`src/hdl/htf_pkg.sv`:
```
// Shared types and constants for the homogeneous point transform pipeline.
package htf_pkg;

    localparam int unsigned DW        = 32;  // Q16.16 word
    localparam int unsigned PW        = 64;  // full product
    localparam int unsigned SW        = 66;  // exact row sum
    localparam int unsigned WW        = 50;  // rounded wide Q16.16 row value
    localparam int unsigned QBITS     = 32;  // quotient bits, one per divide step
    localparam int unsigned NUM_CFG   = 8;
    localparam int unsigned CIW       = 4;   // config index width
    localparam int unsigned CFG_W     = 64;
    localparam int unsigned NUM_STG   = QBITS + 4;

    localparam logic [WW-1:0] W_ONE   = WW'(65536);
    localparam logic [WW-1:0] W_ZERO  = '0;
    localparam logic [DW-1:0] Q_MAX   = 32'h7FFF_FFFF;
    localparam logic [DW-1:0] Q_MIN   = 32'h8000_0000;

    // coefficient matrix: [row][col]
    typedef logic [3:0][3:0][DW-1:0] t_coef;

    typedef struct packed {
        logic [2:0][DW-1:0]   pt;
    } t_in_beat;

    typedef struct packed {
        logic [3:0][2:0][PW-1:0] prod;
        logic [3:0][DW-1:0]      c3;
    } t_prod_beat;

    typedef struct packed {
        logic [3:0][WW-1:0] w;
    } t_sum_beat;

    typedef struct packed {
        logic [2:0][WW-1:0] rem;
        logic [2:0][DW-1:0] lo;
        logic [WW-1:0]      den;
        logic [2:0]         neg;
        logic [2:0]         ovf;
        logic               div;
        logic [2:0][DW-1:0] clamp;
        logic               clamp_sat;
    } t_div_beat;

endpackage

```
`src/hdl/htf_sum.sv`:
```
// Row sum stage: exact sum of products, rounded half up to wide Q16.16.
module htf_sum (
    input  logic                  i_clk,
    input  logic                  i_rst_n,
    input  logic                  i_ld,
    input  logic                  i_vld,
    input  htf_pkg::t_prod_beat   i_beat,
    output logic                  o_vld,
    output htf_pkg::t_sum_beat    o_beat
);
    import htf_pkg::*;

    logic       r_vld;
    t_sum_beat  r_beat;
    t_sum_beat  n_beat;
    logic signed [SW-1:0] s [4];

    // sum + half LSB, then floor by dropping 16 bits
    always_comb begin
        for (int r = 0; r < 4; r++) begin
            s[r] = SW'($signed(i_beat.prod[r][0])) + SW'($signed(i_beat.prod[r][1]))
                 + SW'($signed(i_beat.prod[r][2]))
                 + (SW'($signed(i_beat.c3[r])) <<< 16)
                 + SW'(32768);
            n_beat.w[r] = s[r][SW-1:16];
        end
    end

    always_ff @(posedge i_clk) begin
        if (!i_rst_n) begin
            r_vld <= 1'b0;
        end else if (i_ld) begin
            r_vld <= i_vld;
        end
    end

    always_ff @(posedge i_clk) begin
        if (i_ld) begin
            r_beat <= n_beat;
        end
    end

    assign o_vld  = r_vld;
    assign o_beat = r_beat;
endmodule

```
`config.mk`:
```
export PLATFORM = sky130hd
export DESIGN_NAME = htf_sum
export DESIGN_NICKNAME = d
export VERILOG_FILES = /design/src/hdl/htf_pkg.sv /design/src/hdl/htf_sum.sv
export SDC_FILE = /design/constraint.sdc
export NUM_CORES = 1
export LEC_CHECK = 0
export BUFFER_PORTS_ARGS = -buffer_cell sky130_fd_sc_hd__buf_2
export CAP_MARGIN = 10
export CORE_AREA = 2 2 434 436
export DETAILED_ROUTE_END_ITERATION = 8
export DIE_AREA = 0 0 436 438
export PLACE_DENSITY = 0.34
export REMOVE_ABC_BUFFERS = 1
export SETUP_SLACK_MARGIN = 0.15
export SYNTH_ARGS = -nofsm -noshare
export SYNTH_HDL_FRONTEND = slang
export SYNTH_SLANG_ARGS = --single-unit
```
`constraint.sdc`:
```
create_clock -name i_clk -period 6.7 [get_ports i_clk]
set_clock_uncertainty 0.2 [all_clocks]
set_input_delay 1.34 -clock i_clk [delete_from_list [all_inputs] [get_ports i_clk]]
set_output_delay 1.34 -clock i_clk [all_outputs]
set_load 0.02 [all_outputs]
```
== After elaboration in Yosys (flattened, before gate mapping) ==
Cells that the tools add are included.
Storage, ports and cells
  word-level logic and storage cells: 21
  input bits: 900
  output and inout bits: 201
  latch bits: 0
  bits in writable memories: 0
  register bits: 201
  memory bits (read-only): 0
  memories kept: 0
Operators by class
  add/subtract/negate cells: 16
  eq/ne operators: 0
  multipliers: 0
  divide/modulo/power cells: 0
  bitwise operators: 0
  reduce and logical (&&, ||, !) cells: 0
  order comparisons: 0
  mux-type cells: 0
  shift-type cells: 0
Operator list (count)
  adder 65 x 64 -> 66 bit: 4
  adder 66 x 17 -> 66 bit, second input constant: 4
  adder 66 x 48 -> 66 bit: 4
  adder 64 x 64 -> 65 bit: 4

== Logic depth before layout (Yosys ltp) ==
  word-level depth: 4
  depth in mapped cells: 16
  gate-level depth less buffers: 15

== Worst setup path before layout ==
No wires, ideal clock.
  path kind: in2reg
  from: input port i_beat[63] (netlist name)
  to: register r_beat, in the netlist o_beat[96], data pin
  data required time: 6.240 ns
  stages: 16
  arrival time: 4.977 ns
  slack: 1.263 ns
  setup time: 0.260 ns
  buffers on the path: 1
  path through: inv_1 fa_1 fa_1 inv_1 ha_1 clkbuf_1 a21o_1 a21o_1 a21oi_1 and2_1 a22o_1 a31o_2 o21ai_1 o21a_2 a21oi_1 xnor2_1
RTL lines
  from (decl): line htf_sum.sv:7  | input htf_pkg::t_prod_beat i_beat,
  to (signal assigned): line htf_sum.sv:39  | r_beat <= n_beat;
  to (decl): line htf_sum.sv:14  | t_sum_beat r_beat;

==> run summary <==
Hold Path Origin = o_vld
Gate Count Post-Synth = 4051
FF+latch count, synth = 201
Critical R2R Launch = o_vld
Fillers = 21116
Hold Fails Final Rpt = 0
Total number of vias = 30729
WL per Instance = 19.8 um
Leading cell type in the layout, fill and taps excluded = inv_1
Reg area = 6030 um^2
P_leak = 23.9 nW
Status = completed
Worst-path clk slew = 0.06 ns
Initial DRC count = 1241
R2r setup slk = 5.90 ns
CP top delay family = compound AO/OA/AOI/OAI gates
Post-Syn Area = 34400 um^2
CTS tree = done
Gr ovfl total = 0
Worst vdd ir = 0.153 mV
FP Rows = 159
Final GP Congestion = 0.905
Slew HR = 0.374
Io pins = 1101
Clk Tree Root Cell = clkbuf_16
Fin Hold WS = 0.338 ns
Core box area = 187000 um^2
HP Class = register to register
Hold bufs inserted after CTS = 0
Pre-antenna DRT Iters = 7
Die Span X = 436 um
Initial antenna violation count = 43
CTS Sinks = 201
DP Worst Slack = 0.460 ns
Die height = 438 um
Most frequent cells in the layout = inv_1, buf_2, fa_1
Worst setup margin = 1.02 ns
Synth cell types = 82
Vias in the first global route = 33228
Post-CTS Resized = 0
CP max-delay cell = a221oi_1
Fin crit share = 0.848
Via density = 4.02
Worst-case reg-to-reg path depth = 2
Final net count = 6773
Post-synth EDFFs = 200
Final setup viols = 0
Total negative slack = 0 ns
Max-slew violations = 0
Full die area = 191000 um^2
Reg2reg end = o_vld
DP HPWL = 136 mm
H-tree depth = 2
Buffers on Ports = 1100
# Max-Cap Violations = 0
Final WL = 151 mm
Initial Util = 0.184
First-pass GRT wire length = 219 mm
Post-route minimum period = 5.68 ns
PwrDens = 320 nW/um^2
Critical path buffer and inverter count = 3
Worst Setup Path Type = input pin to register
Critical path capture point type = register
CP arrival = 5.81 ns
CP Cell Sequence = buf_2 -> inv_1 -> fa_1 -> fa_1 -> inv_1 -> ha_1 -> nand4_1 -> nor2_1 -> nand4_1 -> a221oi_1 -> o21ai_1 -> o21ai_0 -> a21oi_1 -> xnor2_1
Slew @ Worst Pin = 0.937 ns
Area of the multi-input gates = 22800 um^2
Critical path data required time = 6.83 ns
Warnings, synthesis = 0
CTS Buffer Depth = 3
Synth async-reset ratio = 0
Clock Latency Late Sink = 0.57 ns
GRT Overall Usage = 0.154
RSZ-0062 raised after global routing = no
Area Growth Syn to Fin = 27.7%
Hold depth = 2
Most used DFF post-synth = edfxtp_1
TritonCTS buffer count = 35
Largest fanout on the critical path = 8
Syn_area_per_cell = 8.49 um^2
CP startpoint kind = input pin
Crit-path max cell delay = 0.65 ns
Register area share after synthesis = 0.175
Share of cells above drive strength 1 = 0.234
Largest net degree at the start of global routing = 75
Hold EP = o_vld
FMAX = 0.176 GHz
Post-route DRC = 0
Post-CTS setup repair buffer count = 0
Routed Antenna Nets = 0
-- power breakdown --
part | total (mW) | internal [mW] | switching [mW]
clock network | 1.83 | 1.07 | 0.766
registers | 2.66 | 2.39 | 0.274
logic | 9.57 | 3.46 | 6.12
-- stage by stage --
stage / util / area [um^2] / std cells / total power [mW]
4_1_cts: 0.235 / 43900 / 7636 / 14.4
3_3_place_gp: 0.229 / 42800 / 7575 / 12.5
6_report: 0.235 / 43900 / 7642 / 14.1
5_1_grt: 0.235 / 43900 / 7638 / 15.3
2_1_floorplan: - / 34000 / 3963 / 8.69
3_5_place_dp: 0.229 / 42800 / 7575 / 12.4
-- worst reg2reg max path, stage by stage, from the launching register on --
cell and delay [ns]:
dfxtp_1 0.32, mux2i_1 0.12, nor2b_1 0.06
-- area by class of cell --
cell class,instances,area share
multi-input combinational,2384,0.520
sequential,201,0.137
timing repair buffer,1117,0.129
inverter,1378,0.118
tap,2495,0.0711
clock buffer,40,0.0204
clock inverter,21,0.00405
antenna,6,0.000342
-- synthesized netlist by cell type (all sizes together), types with 41 or more instances --
cell type	instances	share of area
nor3	41	0.0061
nand4	66	0.012
xor2	76	0.019
nand3	48	0.0071
xnor2	122	0.031
ha	308	0.11
o21bai	44	0.0097
nand2	181	0.020
inv	1378	0.15
a21oi	279	0.041
nor2	128	0.014
a21o	148	0.032
o21ai	152	0.022
clkbuf	73	0.0080
fa	448	0.26
edfxtp	200	0.17
-- worst max path at each step --
stage / startpoint / to / slack, ns / depth (start not counted)
6_report: i_beat[733] / o_beat[183] / 1.02 / 14
5_1_grt: i_beat[733] / o_beat[183] / 0.87 / 14
4_1_cts: i_beat[147] / o_beat[48] / 1.08 / 16
3_5_place_dp: i_beat[147] / o_beat[48] / 0.46 / 16
3_3_place_gp: i_beat[147] / o_beat[48] / 0.43 / 16
2_1_floorplan: i_beat[63] / o_beat[96] / 1.39 / 15
-- per-layer routing --
| metal | wire length [um] | share of wire | global-route usage |
|---|---|---|---|
| met2 | 79000 | 0.52 | 0.289 |
| met3 | 5610 | 0.037 | 0.0168 |
| met5 | 0 | 0 | 0 |
| met1 | 62600 | 0.41 | 0.187 |
| met4 | 3760 | 0.025 | 0.0361 |
-- cell families after synthesis --
family                     count (synthesis)  share of synthesized area
buffers and inverters                   1466                      0.161
AOI/OAI and AO/OA                        844                      0.158
xor gates and xnor gates                 198                     0.0504
adders and majority gates                756                      0.373
and+or+nand+nor                          584                     0.0823
DFF                                      201                      0.175
muxes                                      2                   0.000582
-- sequential cells by signal, indices dropped and copies added (netlist names) --
name / cells
o_beat: 200
o_vld: 1
(Power assumes the default switching activity.)
