**src/hdl/htf_pkg.sv**
```systemverilog
// Shared types and constants for the homogeneous point transform pipeline.
package htf_pkg;

    localparam int unsigned DW        = 32;  // Q16.16 word
    localparam int unsigned PW        = 64;  // full product
    localparam int unsigned SW        = 66;  // exact row sum
    localparam int unsigned WW        = 50;  // rounded wide Q16.16 row value
    localparam int unsigned QBITS     = 32;  // quotient bits, one per divide step
    localparam int unsigned NUM_CFG   = 8;
    localparam int unsigned CIW       = 4;   // config index width
    localparam int unsigned CFG_W     = 64;
    localparam int unsigned NUM_STG   = QBITS + 4;

    localparam logic [WW-1:0] W_ONE   = WW'(65536);
    localparam logic [WW-1:0] W_ZERO  = '0;
    localparam logic [DW-1:0] Q_MAX   = 32'h7FFF_FFFF;
    localparam logic [DW-1:0] Q_MIN   = 32'h8000_0000;

    // coefficient matrix: [row][col]
    typedef logic [3:0][3:0][DW-1:0] t_coef;

    typedef struct packed {
        logic [2:0][DW-1:0]   pt;
    } t_in_beat;

    typedef struct packed {
        logic [3:0][2:0][PW-1:0] prod;
        logic [3:0][DW-1:0]      c3;
    } t_prod_beat;

    typedef struct packed {
        logic [3:0][WW-1:0] w;
    } t_sum_beat;

    typedef struct packed {
        logic [2:0][WW-1:0] rem;
        logic [2:0][DW-1:0] lo;
        logic [WW-1:0]      den;
        logic [2:0]         neg;
        logic [2:0]         ovf;
        logic               div;
        logic [2:0][DW-1:0] clamp;
        logic               clamp_sat;
    } t_div_beat;

endpackage

```
**src/hdl/htf_div_step.sv**
```systemverilog
// One restoring divide step for all three lanes: one quotient bit each.
module htf_div_step (
    input  logic                  i_clk,
    input  logic                  i_rst_n,
    input  logic                  i_ld,
    input  logic                  i_vld,
    input  htf_pkg::t_div_beat    i_beat,
    output logic                  o_vld,
    output htf_pkg::t_div_beat    o_beat
);
    import htf_pkg::*;

    logic          r_vld;
    t_div_beat     r_beat;
    t_div_beat     n_beat;
    logic [WW:0]   cand [3];
    logic [WW:0]   diff [3];
    logic [2:0]    ge;

    // shift in the next numerator bit, subtract when it fits
    always_comb begin
        n_beat = i_beat;
        for (int r = 0; r < 3; r++) begin
            cand[r] = {i_beat.rem[r], i_beat.lo[r][DW-1]};
            diff[r] = cand[r] - {1'b0, i_beat.den};
            ge[r]   = cand[r] >= {1'b0, i_beat.den};
            n_beat.rem[r] = ge[r] ? diff[r][WW-1:0] : cand[r][WW-1:0];
            n_beat.lo[r]  = {i_beat.lo[r][DW-2:0], ge[r]};
        end
    end

    always_ff @(posedge i_clk) begin
        if (!i_rst_n) begin
            r_vld <= 1'b0;
        end else if (i_ld) begin
            r_vld <= i_vld;
        end
    end

    always_ff @(posedge i_clk) begin
        if (i_ld) begin
            r_beat <= n_beat;
        end
    end

    assign o_vld  = r_vld;
    assign o_beat = r_beat;
endmodule

```
**config.mk**
```make
export PLATFORM = sky130hd
export DESIGN_NAME = htf_div_step
export DESIGN_NICKNAME = d
export VERILOG_FILES = /design/src/hdl/htf_pkg.sv /design/src/hdl/htf_div_step.sv
export SDC_FILE = /design/constraint.sdc
export NUM_CORES = 1
export LEC_CHECK = 0
export BUFFER_PORTS_ARGS = -buffer_cell sky130_fd_sc_hd__buf_2
export CAP_MARGIN = 10
export CORE_AREA = 2 2 317 319
export CTS_BUF_LIST = sky130_fd_sc_hd__clkbuf_2
export CTS_CLUSTER_SIZE = 14
export DETAILED_ROUTE_END_ITERATION = 12
export DIE_AREA = 0 0 319 321
export GPL_TIMING_DRIVEN = 0
export PLACE_DENSITY = 0.55
export RECOVER_POWER = 50
export SKIP_CTS_REPAIR_TIMING = 1
export SLEW_MARGIN = 40
export SYNTH_ARGS = -nofsm -noshare
export SYNTH_HDL_FRONTEND = slang
export SYNTH_SLANG_ARGS = --single-unit
```
**constraint.sdc**
```tcl
create_clock -name i_clk -period 3.4 [get_ports i_clk]
set_input_delay 0.17 -clock i_clk [delete_from_list [all_inputs] [get_ports i_clk]]
set_output_delay 0.17 -clock i_clk [all_outputs]
set_load 0.01 [all_outputs]
```
Word level (Yosys, flattened, before mapping)
Index checks and enable logic that the tools add are counted.
{"block": "word_totals", "ff_bits": 401, "in_bits": 404, "out_inout_bits": 401, "elab_cells": 24}
{"block": "classes", "add_sub_neg": 3, "magnitude_cmp": 3, "n_mux": 3}
{"operator": "$ge A51 B50 Y1", "n": 3}
{"operator": "$mux W50", "n": 3}
{"operator": "$sub A50 B50 Y50", "n": 3}

Longest topological paths before layout
{"block": "logic_depth", "word_depth": 2, "depth_mapped": 16}

Least setup slack after synthesis
Ideal clock, no wire load.
{"block": "synth_timing", "path_type": "input -> register", "from": "input i_beat[249] in the netlist's numbering", "to": "register r_beat (netlist bit o_beat[394]) (data pin)", "setup_ns": 0.260, "arrival_ns": 3.080, "t_required_ns": 3.140, "setup_slack_ns": 0.060, "cell_stages": 14, "n_path_buf": 0, "cell_sequence": "inv_1 ha_1 inv_1 fa_1 a21o_1 a221oi_2 o21ai_1 a41o_1 a211o_1 a21o_1 a311oi_4 o211ai_1 xor2_1 mux2_2"}
{"item": "start, declared", "line": "htf_div_step.sv:7", "text": "input htf_pkg::t_div_beat i_beat,"}
{"item": "end signal, assigned", "line": "htf_div_step.sv:42", "text": "r_beat <= n_beat;"}
{"item": "end, declared", "line": "htf_div_step.sv:14", "text": "t_div_beat r_beat;"}

==> flow_summary.json <==
{
  "synth-seq-area-share_pct": 52.9,
  "crit_chain": "buf_2 -> dlygate4sd3_1 -> ha_1 -> nand4_1 -> or4_1 -> a21oi_1 -> o21bai_1 -> a21oi_2 -> o31ai_1 -> a311o_1 -> a31oi_1 -> xnor2_1 -> mux2_2",
  "ios": 805,
  "hold_viol": 77,
  "initial_core_util_pct": 22.9,
  "first_global_vias": 20300,
  "timing.rr.end": "o_vld",
  "vias": 23600,
  "synth-seq-cells": 401,
  "synth_edf_count": 400,
  "yosysTopAreaCellShare_pct": 52.8,
  "drt_wl_total_um": 124000,
  "violations": "negative hold slack, max-capacitance violations, max-slew violations, negative setup slack",
  "start_kind": "input pin",
  "dieArea_sq_um": 102000,
  "p_leak_nw": 16.0,
  "dr.first_iter.drc_count": 1489,
  "hold_path_end": "o_beat[132]",
  "slew_violations": 162,
  "setup_ws_ns": -0.0431,
  "cp_top_family": "compound AO/OA/AOI/OAI gates",
  "r2r_slack_ns": 2.23,
  "fin_hold_ws_ns": -0.913,
  "cts-buffers-inserted": 117,
  "die_x_um": 319,
  "cts_max_path_buffers": 3,
  "insertion_delay_ns": 1.18,
  "fill_cells": 10100,
  "hp-class": "input pin to register",
  "min_from": "i_beat[132]",
  "timing.final.crit_share_pct": 101,
  "setup_viol": 4,
  "overflow": 0,
  "io_buffer_count": 804,
  "rows": 116,
  "viasPerCell": 4.64,
  "yosysTopAreaCell": "edfxtp_1",
  "end_kind": "register",
  "tns_ns": -0.147,
  "antenna_found_initial": 49,
  "path_clk_slew_ns": 0.10,
  "tightest_slew_ns": 1.87,
  "synthCells": 2003,
  "fmax_ghz": 0.290,
  "crit_slowest_cell": "o31ai_1",
  "path_max_fanout": 5,
  "powerDensity_nw_per_um2": 403,
  "synth_area_sq_um": 22700,
  "cts_htree_levels": 3,
  "routedWlPerCell_um": 24.3,
  "dp_hpwl_um": 97600,
  "syn_avg_cell_area_sq_um": 11.4,
  "crit_type": "input pin to register",
  "dp_slack_ns": -1.80,
  "ant_nets": 0,
  "maxSlewHeadroom_pct": -24.4,
  "grt_max_degree": 65,
  "yosysUniqueCellTypes": 89,
  "synthTopCellsByArea": "edfxtp_1, ha_1, a21oi_1, xnor2_1, mux2_2",
  "cts.sinks": 401,
  "min_path_cells": 1,
  "layout_min_cycle_time_ns": 3.44,
  "critical_path_buf_inv_count": 2,
  "gp_congestion": 0.906,
  "required_ns": 4.40,
  "skew_ns": 0,
  "synthFlopType": "edfxtp_1",
  "syn_nets": 2560,
  "layout_commonest_cell": "buf_2",
  "fin_nets": 4241,
  "ir_worst_vdd_mv": 0.213,
  "firstDrtPassIters": 5,
  "r2r_cells": 3,
  "synthToLayoutAreaGrowth_pct": 63.2,
  "outcome": "complete, but fails checks",
  "root_buffer": "clkbuf_2",
  "drc": 0,
  "grt_usage_pct": 21.7,
  "final_layout_size_suffix_gt1_share_pct": 28.9,
  "yosys_warnings": 0,
  "cap_viol_max_count": 3,
  "core_area_sq_um": 99300,
  "critical-path-max-stage-delay_ns": 0.65,
  "layout_common_cells": "buf_2, dlygate4sd3_1, edfxtp_1",
  "cts_tree": "built",
  "rr_startpoint": "o_vld",
  "worst_ep_arrival_time_ns": 4.44,
  "chipHeight_um": 321,
  "async_reset_ff_share_pct": 0,
  "grt_pass1_wl_um": 156000
}
-- final cells by class --
type	instances	area (sq um)	area share, %
Clock inverter	42	240	0.647
Tap cell	1298	1620	4.38
Multi-Input combinational cell	1427	10000	27.0
Antenna cell	25	62.6	0.169
Sequential cell	401	12000	32.4
Inverter	95	363	0.978
Clock buffer	165	826	2.23
Buffer	79	363	0.978
Timing Repair Buffer	1563	11600	31.2
-- report_power, final --
part / internal [mW] / switching, mW / total, mW
Sequential: 6.11 / 0.142 / 6.25
Clock: 1.49 / 2.38 / 3.86
Combinational: 2.13 / 2.69 / 4.82
-- worst reg2reg max path: cells and delay by family (launching register included) --
family / cells / cell delay [ns]
buffers and inverters: 1 / 0.55
and+or+nand+nor: 1 / 0.07
DFF: 1 / 0.32
muxes: 1 / 0.12
-- metal layers --
metal / share of wire, % / vias up / global-route usage [%]
li1: - / 11000 / -
met1: 37 / 11400 / 23.3
met2: 51 / 903 / 40.0
met3: 8.3 / 217 / 7.91
met4: 3.4 / 44 / 5.93
met5: 0.23 / - / 0
-- worst max-delay path by stage --
stage / start / slack [ns] / cells past startpoint / end
2_1_floorplan: i_beat[249] / 0.06 / 14 / o_beat[394]
3_3_place_gp: i_ld / -4.69 / 3 / o_vld
3_5_place_dp: i_beat[124] / -1.80 / 13 / o_beat[396]
4_1_cts: i_beat[124] / -0.36 / 13 / o_beat[354]
5_1_grt: i_beat[364] / -0.05 / 13 / o_beat[353]
6_report: i_beat[309] / -0.04 / 13 / o_beat[346]
-- per-stage QoR --
| step | hold WS [ns] | utilization (%) | total power, mW | instances | instance area (sq um) |
|---|---|---|---|---|---|
| finish | -0.913 | 37.4 | 14.9 | 5095 | 37100 |
| global route | -1.06 | 37.3 | 15.8 | 5081 | 37100 |
| CTS | -1.21 | 29.9 | 14.4 | 4319 | 29700 |
| detailed placement | 0.348 | 28.8 | 10.4 | 4112 | 28600 |
| global placement | 0.347 | 28.6 | 10.4 | 4105 | 28400 |
| floorplan | 0.269 | - | 8.46 | 2003 | 22700 |
-- synth_stat cells, types with 27 or more instances --
master / number
nand3_1: 42
ha_1: 150
a21o_1: 83
inv_1: 94
nor3_1: 27
o21ai_0: 119
mux2_2: 61
clkbuf_1: 53
o21bai_1: 34
xnor2_1: 84
edfxtp_1: 400
nand4_1: 42
nor2_1: 106
a21oi_1: 198
nand2_1: 163
xor2_1: 43
-- state kept, by name, indices dropped and copies added, names as in the netlist --
register  flops
o_beat      400
o_vld         1
-- cells by family (layout without fill, tap and decap cells) --
group,count (synthesis),in the layout,synth area share (%)
AOI/OAI and AO/OA,597,597,16.9
and+or+nand+nor,483,483,10.3
DFF,401,401,52.9
buffers and inverters,175,1944,3.19
adders and majority gates,153,153,8.52
xor gates and xnor gates,127,127,4.89
muxes,67,67,3.29
other,0,25,0
(Power assumes the default switching activity.)
