$ cat config.mk
export PLATFORM = sky130hd
export DESIGN_NAME = htf_prep
export DESIGN_NICKNAME = d
export VERILOG_FILES = /design/src/hdl/htf_pkg.sv /design/src/hdl/htf_prep.sv
export SDC_FILE = /design/constraint.sdc
export NUM_CORES = 1
export LEC_CHECK = 0
export BUFFER_PORTS_ARGS = -buffer_cell sky130_fd_sc_hd__buf_2
export CORE_UTILIZATION = 25
export CTS_CLUSTER_DIAMETER = 40
export DETAILED_ROUTE_END_ITERATION = 10
export GPL_TIMING_DRIVEN = 0
export PLACE_DENSITY_LB_ADDON = 0.2
export SETUP_SLACK_MARGIN = 0.4
export SYNTH_ARGS = -nofsm -noshare
export SYNTH_HDL_FRONTEND = slang
export SYNTH_SLANG_ARGS = --single-unit
$ cat constraint.sdc
create_clock -name i_clk -period 15.4 [get_ports i_clk]
set_clock_uncertainty 0.1 [all_clocks]
set_input_delay 3.08 -clock i_clk [delete_from_list [all_inputs] [get_ports i_clk]]
set_output_delay 3.08 -clock i_clk [all_outputs]
set_load 0.02 [all_outputs]
$ cat src/hdl/htf_pkg.sv
// Shared types and constants for the homogeneous point transform pipeline.
package htf_pkg;

    localparam int unsigned DW        = 32;  // Q16.16 word
    localparam int unsigned PW        = 64;  // full product
    localparam int unsigned SW        = 66;  // exact row sum
    localparam int unsigned WW        = 50;  // rounded wide Q16.16 row value
    localparam int unsigned QBITS     = 32;  // quotient bits, one per divide step
    localparam int unsigned NUM_CFG   = 8;
    localparam int unsigned CIW       = 4;   // config index width
    localparam int unsigned CFG_W     = 64;
    localparam int unsigned NUM_STG   = QBITS + 4;

    localparam logic [WW-1:0] W_ONE   = WW'(65536);
    localparam logic [WW-1:0] W_ZERO  = '0;
    localparam logic [DW-1:0] Q_MAX   = 32'h7FFF_FFFF;
    localparam logic [DW-1:0] Q_MIN   = 32'h8000_0000;

    // coefficient matrix: [row][col]
    typedef logic [3:0][3:0][DW-1:0] t_coef;

    typedef struct packed {
        logic [2:0][DW-1:0]   pt;
    } t_in_beat;

    typedef struct packed {
        logic [3:0][2:0][PW-1:0] prod;
        logic [3:0][DW-1:0]      c3;
    } t_prod_beat;

    typedef struct packed {
        logic [3:0][WW-1:0] w;
    } t_sum_beat;

    typedef struct packed {
        logic [2:0][WW-1:0] rem;
        logic [2:0][DW-1:0] lo;
        logic [WW-1:0]      den;
        logic [2:0]         neg;
        logic [2:0]         ovf;
        logic               div;
        logic [2:0][DW-1:0] clamp;
        logic               clamp_sat;
    } t_div_beat;

endpackage

$ cat src/hdl/htf_prep.sv
// Divide setup: w test, magnitudes, overflow check and undivided clamp.
module htf_prep (
    input  logic                  i_clk,
    input  logic                  i_rst_n,
    input  logic                  i_ld,
    input  logic                  i_vld,
    input  htf_pkg::t_sum_beat    i_beat,
    output logic                  o_vld,
    output htf_pkg::t_div_beat    o_beat
);
    import htf_pkg::*;

    logic          r_vld;
    t_div_beat     r_beat;
    t_div_beat     n_beat;
    logic [WW-1:0] abs_d;
    logic [WW-1:0] abs_n [3];
    logic [2:0]    hi;
    logic [2:0]    lo_sat;

    always_comb begin
        abs_d = i_beat.w[3][WW-1] ? WW'(-i_beat.w[3]) : i_beat.w[3];
        n_beat.den = abs_d;
        n_beat.div = (i_beat.w[3] != W_ONE) && (i_beat.w[3] != W_ZERO);
        for (int r = 0; r < 3; r++) begin
            abs_n[r] = i_beat.w[r][WW-1] ? WW'(-i_beat.w[r]) : i_beat.w[r];
            n_beat.neg[r] = i_beat.w[r][WW-1] ^ i_beat.w[3][WW-1];
            // integer part of the quotient must stay below 2^16
            n_beat.ovf[r] = WW'(abs_n[r][WW-1:16]) >= abs_d;
            n_beat.rem[r] = WW'(abs_n[r][WW-1:16]);
            n_beat.lo[r]  = {abs_n[r][15:0], 16'b0};
            // clamp for the undivided path
            hi[r]     = $signed(i_beat.w[r]) > $signed(WW'($signed(Q_MAX)));
            lo_sat[r] = $signed(i_beat.w[r]) < $signed(WW'($signed(Q_MIN)));
            if (hi[r]) begin
                n_beat.clamp[r] = Q_MAX;
            end else if (lo_sat[r]) begin
                n_beat.clamp[r] = Q_MIN;
            end else begin
                n_beat.clamp[r] = i_beat.w[r][DW-1:0];
            end
        end
        n_beat.clamp_sat = |(hi | lo_sat);
    end

    always_ff @(posedge i_clk) begin
        if (!i_rst_n) begin
            r_vld <= 1'b0;
        end else if (i_ld) begin
            r_vld <= i_vld;
        end
    end

    always_ff @(posedge i_clk) begin
        if (i_ld) begin
            r_beat <= n_beat;
        end
    end

    assign o_vld  = r_vld;
    assign o_beat = r_beat;
endmodule

Word-level counts from Yosys, hierarchy flattened

Index checks and enable logic that the tools add are counted.

Bits of input ports: 204
Logic and storage cells: 43
Register bits after elaboration: 305
Output and inout port bits: 401

Equality and inequality tests: 1
Reduce and logical (&&, ||, !) cells: 3
Mux-type cells: 7
Magnitude comparators: 9
Add/sub/neg operators: 4
Bitwise logic cells: 4

Operators with widths:

| cell                                                            | number |
|---|---|
| 2-to-1 mux 50 bit                                               | 4 |
| negation 50 bit                                                 | 4 |
| greater-or-equal comparator 34 x 50 -> 1 bit                    | 3 |
| greater-than comparator 50 x 32 -> 1 bit, second input constant | 3 |
| less-than comparator 50 x 32 -> 1 bit, second input constant    | 3 |
| 2-to-1 mux 32 bit                                               | 3 |
| inequality test 50 x 17 -> 1 bit, second input constant         | 1 |
| nonzero test 50 bit                                             | 1 |
| bitwise OR 3 bit                                                | 1 |
| OR reduction 3 bit                                              | 1 |
| XOR 1 bit                                                       | 3 |
| logical AND 1 bit                                               | 1 |

Longest topological paths before layout

Depth in word-level cells: 3
Mapped depth: 20
Mapped depth without buffers: 19

Worst setup path before layout

Ideal clock, no wire load.

Kind: in2reg
Start point: input port i_beat[60] (netlist name)
End point: register r_beat (netlist bit o_beat[99]) (data pin)
Path slack: 8346 ps
Data arrival time: 6697 ps
Required time: 15043 ps
Path buffers: 1
Library setup time: 257 ps
Stages on the path: 16
Path through: or4_1 > or4_1 > nor3_1 > nand4_1 > or2_1 > clkbuf_1 > or3_1 > o21ai_1 > xnor2_1 > ha_1 > a21oi_1 > o21ai_0 > a2111oi_0 > o21ai_0 > a21oi_1 > nor2_1

RTL lines:

| element                | line           | RTL |
|---|---|---|
| start: declaration     | htf_prep.sv:7  | `input htf_pkg::t_sum_beat i_beat,` |
| end signal: assignment | htf_prep.sv:56 | `r_beat <= n_beat;` |
| end: declaration       | htf_prep.sv:14 | `t_div_beat r_beat;` |

==> out/qor.txt <==
Status -> finished, final reports clean
Longest Clk Path Bufs -> 3
Final setup viols -> 0
Crit path to -> o_beat[99]$_DFFE_PP_
Routed vias -> 14,263
First-pass GRT wire length -> 96,300 um
CP Capture Type -> flip-flop
CP Launch Point -> i_beat[60]
Fmax -> 0.129 GHz
Vias in the first global route -> 14,039
Post-synth top area share -> 52.9%
Most frequent cells in the layout -> buf_2 (501), edfxtp_1 (304), xnor2_1 (170)
Max cap viols -> 0
Crit path kind -> primary input to flip-flop
Fill count -> 6,860
Post-CTS setup buffer count -> 0
Top cells by area, synth -> edfxtp_1 (53%), xnor2_1 (8.7%), ha_1 (7.7%)
Sequential element share of the synthesized area -> 53.1%
Final setup margin -> 7.66 ns
RSZ-0062 raised after global routing -> false
TritonCTS Buffers -> 70
Total die area -> 0.0700 mm2
DP Worst Slack -> 7.09 ns
Reg area -> 0.00915 mm2
Crit start category -> primary input
First drt pass iteration count -> 5
Core area -> 0.0678 mm2
Critical R2R Capture -> o_vld$_SDFFE_PN0P_
Setup_tns -> 0 ns
Clock period minus worst slack -> 7.74 ns
DR vias/cell -> 4.65
Reg2reg path depth -> 2
Netlist cell types -> 56
Multi-input logic area -> 0.00733 mm2
EDFF count, synth -> 304
Most common cell after layout, fill and taps aside -> buf_2
Drt first-iter violations -> 985
P per Cell Area -> 131 mW/mm2
Final max-slew violation count -> 0
Crit path DAT -> 7.96 ns
Die Ht -> 265 um
Fin crit share -> 50.3%
Warnings, synthesis -> 0
Reg-to-Reg Start -> o_vld$_SDFFE_PN0P_
Asr flop ratio synth -> 0%
Routed wire length -> 68,600 um
Yosys reg bits -> 305
Worst-Margin Slew -> 1.30 ns
Largest net degree at the start of global routing -> 114
Rel. slew slack -> 12.9%
Post-DRT Antenna Nets -> 0
Worst VDD drop -> 0.0000595 V
Worst path required time -> 15.62 ns
# nets final -> 2,442
# IOs -> 605
Detailed placer's ending HPWL -> 53,100 um
Initial antenna violation count -> 11
Area of the mapped netlist -> 0.0172 mm2
Final Util -> 34.9%
Share of cells above drive strength 1 -> 33.8%
Port Buffers -> 502
Initial Util -> 25.4%
CTS tree -> done
P&R area growth vs syn -> 37.1%
Final hold violations -> 0
Synth Flop Type -> edfxtp_1
R2R Setup Slk -> 14.69 ns
CTS H-tree depth -> 3
Worst-path fanout max -> 6
Total GRT Usage -> 19.0%
RD Place Congestion -> 0.871
Clock slew at reported path FFs -> 0.05 ns
Die Width -> 265 um
Rows -> 95
Syn Inst Count -> 1,460
Clock sinks -> 305
# resized after CTS -> 0
DRC violations left -> 0
Leakage -> 9.83 nW
Syn_area_per_cell -> 11.8 um2
Wirelength per Cell -> 22.4 um
Root Driver -> clkbuf_16
Congestion Overflow GR -> 0
Tightest Hold Check Type -> flip-flop to flip-flop
Area leader, netlist -> edfxtp_1
Worst-Skew Late Latency -> 0.59 ns
Hold_buf cts -> 0
## metrics by stage
stage | total power, W | hold WS, ns | cell area (um2) | std cells
3_5_place_dp | 0.00164 | 0.424 | 21300 | 2933
2_1_floorplan | 0.00138 | 0.489 | 17600 | 1555
5_1_grt | 0.00322 | 0.502 | 23600 | 3061
6_report | 0.00309 | 0.437 | 23600 | 3065
4_1_cts | 0.00313 | 0.440 | 23600 | 3060
3_3_place_gp | 0.00164 | 0.398 | 21200 | 2930
## worst max-delay path, stage by stage
cell and delay (ns):
buf_2 0.13, or4_1 0.60, or4_1 0.49, nor3_1 0.38
nand4_1 0.31, or2_1 0.31, clkbuf_1 0.16, or3_1 0.45
o21ai_1 0.33, xnor2_1 0.25, ha_1 0.32, a21oi_1 0.11
o21ai_0 0.15, a2111oi_0 0.36, o21ai_0 0.24, a21oi_1 0.22
nor2_1 0.05
## sequential cells by signal, summed over array words and instances, names as in the netlist
register	cells
o_beat	304
o_vld	1
## cell families after synthesis
family	Yosys count	share of synthesized area [%]
AO/OA/AOI/OAI	306	12.3
XOR/XNOR	190	9.65
flip-flops	305	53.1
adder cells (fa/ha/maj)	106	7.69
other	1	0.0217
AND/OR/NAND/NOR	352	10.7
buffers and inverters	199	6.53
multiplexers	1	0.0581
## cell type report
cell class	instances	area share, %
timing repair buffer	505	11.0
antenna	5	0.0529
sequential	305	38.7
buffer	148	3.96
clock inverter	46	2.08
inverter	51	0.810
clock buffer	81	7.77
tap	873	4.62
multi-input combinational	1051	31.0
## routing by layer
metal	global-route usage (%)	routed length, um	vias up
met3	5.60	6070	100
met1	23.9	28600	6839
met5	0	77	-
met4	6.79	1730	14
met2	30.8	32100	627
li1	-	-	6683
## synthesized netlist by cell type, types with 4 or more instances
cell	instances
a2111oi_0	6
a211oi_1	5
a21o_1	72
a21oi_1	30
and2_1	4
buf_4	96
clkbuf_1	46
edfxtp_1	304
ha_1	106
inv_1	51
nand2_1	68
nand2b_1	18
nand3_1	11
nand4_1	34
nor2_1	94
nor2b_1	6
nor3_1	18
nor4_1	15
o21ai_0	83
o31ai_1	48
o41ai_1	36
or2_2	11
or3_1	24
or4_1	32
or4_4	4
xnor2_1	171
xor2_1	19
## worst min path at each step
stage	startpoint	to	slack, ns	cells after the start
floorplan	o_vld$_SDFFE_PN0P_	o_vld$_SDFFE_PN0P_	0.49	2
finish	o_vld$_SDFFE_PN0P_	o_vld$_SDFFE_PN0P_	0.44	2
global placement	o_vld$_SDFFE_PN0P_	o_vld$_SDFFE_PN0P_	0.40	2
CTS	o_vld$_SDFFE_PN0P_	o_vld$_SDFFE_PN0P_	0.44	2
detailed placement	o_vld$_SDFFE_PN0P_	o_vld$_SDFFE_PN0P_	0.42	2
global route	o_vld$_SDFFE_PN0P_	o_vld$_SDFFE_PN0P_	0.50	2
## power breakdown
group          internal [W]  switching [W]
Clock              0.000952       0.000518
Combinational      0.000190       0.000392
Sequential          0.00101      0.0000208
Total               0.00216       0.000931
No activity file was read; power rests on OpenSTA's default activity.
